File: config.mk
export PLATFORM = sky130hd
export DESIGN_NAME = xor_parity_frame_fec
export DESIGN_NICKNAME = d
export VERILOG_FILES = /design/src/rtl/core/xpf_pkg.sv /design/src/rtl/core/xpf_seq_mod.sv /design/src/rtl/core/xor_parity_frame_fec.sv
export SDC_FILE = /design/constraint.sdc
export NUM_CORES = 2
export LEC_CHECK = 0
export ABC_AREA = 1
export ABC_CLOCK_PERIOD_IN_PS = 4700
export BUFFER_PORTS_ARGS = -buffer_cell sky130_fd_sc_hd__clkbuf_2
export CORE_ASPECT_RATIO = 1.1
export CORE_UTILIZATION = 44
export DETAILED_ROUTE_END_ITERATION = 10
export PLACE_DENSITY = 0.55
export SETUP_SLACK_MARGIN = 0.1
export SKIP_LAST_GASP = 1
export SLEW_MARGIN = 5
export SYNTH_ARGS = -nofsm -noshare
export SYNTH_HDL_FRONTEND = slang
export SYNTH_SLANG_ARGS = --single-unit
File: constraint.sdc
create_clock -name clk -period 4.7 [get_ports clk]
set_input_delay 0.94 -clock clk [delete_from_list [all_inputs] [get_ports clk]]
set_output_delay 0.94 -clock clk [all_outputs]
set_load 0.005 [all_outputs]
File: src/rtl/core/xpf_pkg.sv
package xpf_pkg;

    // Frame geometry
    localparam int PAYLOAD_LEN  = 160;
    localparam int PERIOD       = 25;
    localparam int SEQ_BYTES    = 4;
    localparam int PARITY_START = 2;
    localparam int FRAME_LEN    = PAYLOAD_LEN + SEQ_BYTES;
    localparam int BANK_DEPTH   = 2 * PAYLOAD_LEN;

    localparam int POS_W  = $clog2(FRAME_LEN + 1);
    localparam int ADDR_W = (BANK_DEPTH > 1) ? $clog2(BANK_DEPTH) : 1;

    // Sequence residue modulo the parity period
    localparam int RES_W     = (PERIOD > 1) ? $clog2(PERIOD) : 1;
    localparam int RES_N     = 2 ** RES_W;
    localparam int RADIX_MOD = 256 % PERIOD;

    typedef logic [RES_W-1:0] res_t;
    typedef res_t byte_tbl_t [256];
    typedef res_t mul_tbl_t [RES_N];

    // Control from the byte pipeline to the residue tracker
    typedef struct packed {
        logic step;   // a sequence byte is transferred
        logic first;  // it is the first byte of the datagram
    } seq_ctl_t;

    // Residue of each byte value
    function automatic byte_tbl_t build_byte_tbl();
        byte_tbl_t t;
        for (int i = 0; i < 256; i++)
        begin
            t[i] = res_t'(i % PERIOD);
        end
        return t;
    endfunction

    // Residue of (r * 256) for each residue r
    function automatic mul_tbl_t build_mul_tbl();
        mul_tbl_t t;
        for (int i = 0; i < RES_N; i++)
        begin
            t[i] = res_t'((i * RADIX_MOD) % PERIOD);
        end
        return t;
    endfunction

    localparam byte_tbl_t BYTE_MOD = build_byte_tbl();
    localparam mul_tbl_t  MUL_MOD  = build_mul_tbl();

endpackage

File: src/rtl/core/xpf_seq_mod.sv
module xpf_seq_mod
    import xpf_pkg::*;
(
    input  logic       clk,
    input  logic       rst_n,
    input  seq_ctl_t   ctl,
    input  logic [7:0] data_byte,
    output logic       res_zero
);

    res_t             res_reg;
    res_t             res_next;
    res_t             shifted;
    logic [RES_W:0]   sum_wide;
    logic [RES_W:0]   sum_red;

    // Fold the next big-endian byte into the running residue
    always_comb
    begin
        shifted  = ctl.first ? '0 : MUL_MOD[res_reg];
        sum_wide = {1'b0, shifted} + {1'b0, BYTE_MOD[data_byte]};
        if (sum_wide >= (RES_W+1)'(PERIOD))
        begin
            sum_red = sum_wide - (RES_W+1)'(PERIOD);
        end
        else
        begin
            sum_red = sum_wide;
        end
        res_next = ctl.step ? res_t'(sum_red) : res_reg;
    end

    always_ff @(posedge clk or negedge rst_n)
    begin
        if (!rst_n)
        begin
            res_reg <= '0;
        end
        else
        begin
            res_reg <= res_next;
        end
    end

    assign res_zero = (res_reg == '0);

endmodule

File: src/rtl/core/xor_parity_frame_fec.sv
// Byte-stream XOR parity generator: one datagram byte is taken per cycle, back to back,
// while in_stall is low, and each byte's result passes through the memory-read stage
// (the synchronous payload memory read) and then the output register. The single
// payload memory takes one write of the current bank and one read of the previous
// bank per accepted payload byte. The payload memory has no clearing pass: parity
// bytes only draw on it once a full frame has been accepted, so the block is ready right
// out of reset. The out_stall back-pressure reaches in_stall only when both the output
// register and the memory-read stage are full.
module xor_parity_frame_fec
    import xpf_pkg::*;
(
    input  logic       clk,
    input  logic       rst_n,
    input  logic       in_valid,
    output logic       in_stall,
    input  logic [7:0] data_byte,
    input  logic       datagram_last,
    output logic       out_valid,
    input  logic       out_stall,
    output logic [7:0] frame_byte,
    output logic       byte_in_frame,
    output logic [7:0] parity_byte,
    output logic       parity_byte_valid,
    output logic       end_of_datagram,
    output logic       frame_accepted,
    output logic       send_parity
);

    typedef struct packed {
        logic [7:0] data;
        logic       in_frame;
        logic       pvalid;
        logic       use_mem;
        logic       last;
        logic       accepted;
        logic       send;
    } item_t;

    // Frame state
    logic [POS_W-1:0]  pos_reg;
    logic [POS_W-1:0]  pos_next;
    logic              bank_sel_reg;
    logic              bank_sel_next;
    logic              have_prev_reg;
    logic              have_prev_next;

    // Pipeline
    logic              s1_valid_reg;
    logic              s1_valid_next;
    item_t             s1_reg;
    item_t             s1_next;
    logic              out_valid_reg;
    logic              out_valid_next;
    logic [7:0]        parity_calc;

    // Payload memory
    logic [7:0]        bank_mem [BANK_DEPTH];
    logic [7:0]        rd_data_reg;
    logic [POS_W-1:0]  off_pos;
    logic [ADDR_W-1:0] off;
    logic [ADDR_W-1:0] wr_addr;
    logic [ADDR_W-1:0] rd_addr;

    logic              in_accept;
    logic              s1_adv;
    logic              in_frame;
    logic              is_seq;
    logic              is_payload;
    logic              is_parity;
    logic              accepted_now;
    logic              res_zero;
    seq_ctl_t          seq_ctl;

    // Handshake
    assign s1_adv    = !out_valid_reg || !out_stall;
    assign in_stall  = s1_valid_reg && !s1_adv;
    assign in_accept = in_valid && !in_stall;

    // Decode the byte position
    assign in_frame     = pos_reg < POS_W'(FRAME_LEN);
    assign is_seq       = pos_reg < POS_W'(SEQ_BYTES);
    assign is_payload   = in_frame && !is_seq;
    assign is_parity    = in_frame && (pos_reg >= POS_W'(PARITY_START));
    assign accepted_now = datagram_last && (pos_reg >= POS_W'(FRAME_LEN - 1));

    // Bank addresses: write the current bank, read the previous one
    assign off_pos = pos_reg - POS_W'(SEQ_BYTES);
    assign off     = ADDR_W'(off_pos);
    assign wr_addr = bank_sel_reg ? off + ADDR_W'(PAYLOAD_LEN) : off;
    assign rd_addr = bank_sel_reg ? off : off + ADDR_W'(PAYLOAD_LEN);

    // Sequence residue tracker
    assign seq_ctl.step  = in_accept && is_seq;
    assign seq_ctl.first = (pos_reg == '0);

    xpf_seq_mod u_seq_mod
    (
        .clk       (clk),
        .rst_n     (rst_n),
        .ctl       (seq_ctl),
        .data_byte (data_byte),
        .res_zero  (res_zero)
    );

    // Advance frame state on each transfer
    always_comb
    begin
        pos_next       = pos_reg;
        bank_sel_next  = bank_sel_reg;
        have_prev_next = have_prev_reg;
        if (in_accept)
        begin
            if (datagram_last)
            begin
                pos_next = '0;
            end
            else if (in_frame)
            begin
                pos_next = pos_reg + POS_W'(1);
            end
            if (accepted_now)
            begin
                bank_sel_next  = !bank_sel_reg;
                have_prev_next = 1'b1;
            end
        end
    end

    // Capture the item for the memory-read stage
    always_comb
    begin
        s1_next.data     = data_byte;
        s1_next.in_frame = in_frame;
        s1_next.pvalid   = is_parity;
        s1_next.use_mem  = is_payload && have_prev_reg;
        s1_next.last     = datagram_last;
        s1_next.accepted = accepted_now;
        s1_next.send     = accepted_now && have_prev_reg && !res_zero;
    end

    // Pipeline valid bits
    always_comb
    begin
        if (in_accept)
        begin
            s1_valid_next = 1'b1;
        end
        else if (s1_adv)
        begin
            s1_valid_next = 1'b0;
        end
        else
        begin
            s1_valid_next = s1_valid_reg;
        end
        out_valid_next = s1_adv ? s1_valid_reg : out_valid_reg;
    end

    // XOR with the same-position payload byte of the previous frame, once one is stored
    always_comb
    begin
        if (!s1_reg.pvalid)
        begin
            parity_calc = '0;
        end
        else if (s1_reg.use_mem)
        begin
            parity_calc = s1_reg.data ^ rd_data_reg;
        end
        else
        begin
            parity_calc = s1_reg.data;
        end
    end

    // Control registers
    always_ff @(posedge clk or negedge rst_n)
    begin
        if (!rst_n)
        begin
            pos_reg       <= '0;
            bank_sel_reg  <= 1'b0;
            have_prev_reg <= 1'b0;
            s1_valid_reg  <= 1'b0;
            out_valid_reg <= 1'b0;
        end
        else
        begin
            pos_reg       <= pos_next;
            bank_sel_reg  <= bank_sel_next;
            have_prev_reg <= have_prev_next;
            s1_valid_reg  <= s1_valid_next;
            out_valid_reg <= out_valid_next;
        end
    end

    // Payload memory: write the current byte, read the previous bank
    always_ff @(posedge clk)
    begin
        if (in_accept && is_payload)
        begin
            bank_mem[wr_addr] <= data_byte;
        end
        if (in_accept && is_payload && have_prev_reg)
        begin
            rd_data_reg <= bank_mem[rd_addr];
        end
    end

    // Stage and output payload registers
    always_ff @(posedge clk)
    begin
        if (in_accept)
        begin
            s1_reg <= s1_next;
        end
        if (s1_adv && s1_valid_reg)
        begin
            frame_byte        <= s1_reg.data;
            byte_in_frame     <= s1_reg.in_frame;
            parity_byte       <= parity_calc;
            parity_byte_valid <= s1_reg.pvalid;
            end_of_datagram   <= s1_reg.last;
            frame_accepted    <= s1_reg.accepted;
            send_parity       <= s1_reg.send;
        end
    end

    assign out_valid = out_valid_reg;

endmodule

==> reports/metrics.yaml <==
timing:
  setup_viol_count_final: 0
  fin_worst_skew_ns: 0.0724
  fin_setup_tns_ns: 0
  fmax_mhz: 242
  layout_worst_path_cycle_share_pct: 88.0
  worst_pin_slew_ns: 1.19
  fin_crit_ns: 4.14
  hold_viol: 0
  rsz0062_at_grt: "false"
  timing.slew.headroom_pct: 20.6
  timing.final.max_slew_violations: 0
setup_path:
  crit_path_end_kind: "flop"
  r2r_slack_ns: 0.56
  worst_ep_arrival_time_ns: 4.58
  critPathMaxFanout: 16
  path_buf_inv: 3
  crit_type: "flop to flop"
  slowest_stage: "nor2_1"
  crit_chain: "inv_1 > ha_1 > xnor2_2 > inv_2 > nor2_4 > buf_4 > nand2_4 > nor2_1"
  cp_slowest_stage_delay_ns: 0.87
  crit_path_start_kind: "flop"
  cp_top_family: "simple AND/OR/NAND/NOR gates"
  crit_required_ns: 5.15
synth:
  synth-async-reset-ratio_pct: 0.649
  synth_warnings: 0
  yosysSeqAreaShare_pct: 71.5
  syn-cell-area_sq_um: 110000
  syn_area_per_cell_sq_um: 11.3
  yosysTopAreaCellShare_pct: 71.1
  syn-num-nets: 9783
  synth_top_area_cell: "edfxtp_1"
  syn_inst: 9734
  synth_flop_cell: "edfxtp_1"
  synth-edff-count: 2603
  synth_cell_types: 59
  ys_seq_elements: 2620
  ys_top_cells_by_area: "edfxtp_1, nand2_1, nand3_1"
power_and_ir_drop:
  pwr-share-clk_pct: 36.3
  pwr-share-comb_pct: 19.9
  p_sw_mw: 18.2
  intPower_mw: 41.1
  power.leakage_nw: 44.1
  swShare_pct: 30.6
  ir_drop_v: 0.000330
  power.density_nw_per_um2: 484
  power.total_mw: 59.3
  pwr-share-seq_pct: 43.8
floorplanning:
  die_w_um: 479
  coreArea_sq_um: 249000
  io-pin-count: 36
  initial_core_util_pct: 44.2
  num_rows: 192
  die-area_sq_um: 252000
  die-height_um: 526
global_route:
  grt_pass1_wl_um: 463000
  grt_antenna_before_repair: 10
  track_usage_pct: 24.7
  grt_pass1_vias: 69198
  grt_max_degree: 185
  grt_overflow: 0
clock_tree:
  cts_setup_buffers: 0
  htreeDepth: 5
  path_clk_slew_ns: 0.06
  worstSkewPairLatency_ns: 0.89
  cts_made_buffers: 281
  cts_tree: "done"
  ctsLongestPathBuffers: 4
  hold_buffers: 0
  post_cts_resized: 0
  cts_sinks: 2620
  root_buffer: "clkbuf_16"
place:
  post_dp_cell_area_sq_um: 114000
  gp_congestion: 0.863
  hpwl_um: 180000
  port_buffers: 35
routing:
  wl_per_cell_um: 23.8
  wirelength_um: 314000
  drtAntennaViolNets: 0
  vias_per_cell: 5.41
  drt_iter0_drc: 6880
  route.detailed.drc: 0
  dr.pass1.iters: 8
  vias: 71285
cells_and_area:
  layout_common_cells: "nand2_1, edfxtp_1, nor2_1, nand3_1, o21ai_0"
  layout_commonest_cell: "nand2_1"
  postLayoutCellArea_sq_um: 123000
  syn_to_final_growth_pct: 11.4
  final_core_util_pct: 49.3
  largest_reg_flops: 2560
  layout-drive-gt1-share_pct: 8.46
  nNetsFinal: 9720
worst_hold_path:
  min_path_type: "input port to async pin"
flow_run:
  max_cap_violations: 0
status:
  outcome: "complete, no violations"
path summary, 6_finish.rpt:
check,startpoint,to,cells after the start
max,pos_reg[3],bank_mem[172][6],8
min,rst_n,pos_reg[7],1
max reg2reg,pos_reg[3],bank_mem[172][6],8
min reg2reg,s1_reg[5],byte_in_frame,0
max in group asynchronous,rst_n,pos_reg[0],1
min in group clk,out_stall,out_valid,3
power groups by stage:
stage / Combinational (mW) / Sequential [mW] / Clock [mW]
5_1_grt: 12.8 / 25.9 / 22.7
6_report: 11.8 / 25.9 / 21.5
3_5_place_dp: 11.7 / 26.4 / 0
4_1_cts: 11.8 / 25.9 / 21.9
2_1_floorplan: 7.03 / 26.3 / 0
3_3_place_gp: 11.7 / 26.4 / 0
kinds of logic (layout without fill, tap and decap cells):
| kind of cell | after synthesis | in the layout | share of synthesized area, % |
|---|---|---|---|
| other | 0 | 1 | 0 |
| AO/OA/AOI/OAI | 815 | 815 | 4.12 |
| buffers and inverters | 934 | 1087 | 3.83 |
| adder cells (fa/ha/maj) | 36 | 36 | 0.416 |
| AND/OR/NAND/NOR | 5320 | 5320 | 20.1 |
| flip-flops | 2620 | 2620 | 71.5 |
| XOR/XNOR | 9 | 9 | 0.0956 |
routing by layer:
layer / GRT usage, % / vias up / wire length, um
met2: 40.6 / 2223 / 151000
met4: 7.81 / 4 / 9940
li1: - / 33335 / -
met1: 33.7 / 35249 / 134000
met5: 0 / - / 34
met3: 3.58 / 474 / 19400
stage by stage:
step / hold slack (ns) / cells / setup slack (ns)
after floorplan: 0.400 / 9734 / 0.721
after global placement: 0.411 / 12686 / 0.287
after detailed placement: 0.409 / 12686 / 0.361
after CTS: 0.0308 / 13185 / 0.531
after global routing: 0.0778 / 13186 / 0.424
final: 0.0691 / 13186 / 0.565
area by class of cell:
cell class	instances	area, sq um
antenna	1	2.50
clock buffer	350	7450
clock inverter	149	1370
fill	22023	126000
inverter	347	1340
multi-input combinational	6180	27200
sequential	2620	78600
tap	3298	4130
timing repair buffer	241	2390
Yosys cell counts (27+ instances only):
cell type / n
nand2_1: 3010
edfxtp_1: 2603
nor2_1: 1035
nand3_1: 1006
o21ai_0: 445
inv_1: 337
buf_2: 314
a21oi_1: 178
clkbuf_1: 139
nor2_2: 128
o211ai_1: 93
buf_1: 69
buf_4: 48
nand3b_1: 41
nand4_1: 38
ha_1: 35
o22ai_1: 27
No activity file was read; power rests on OpenSTA's default activity.
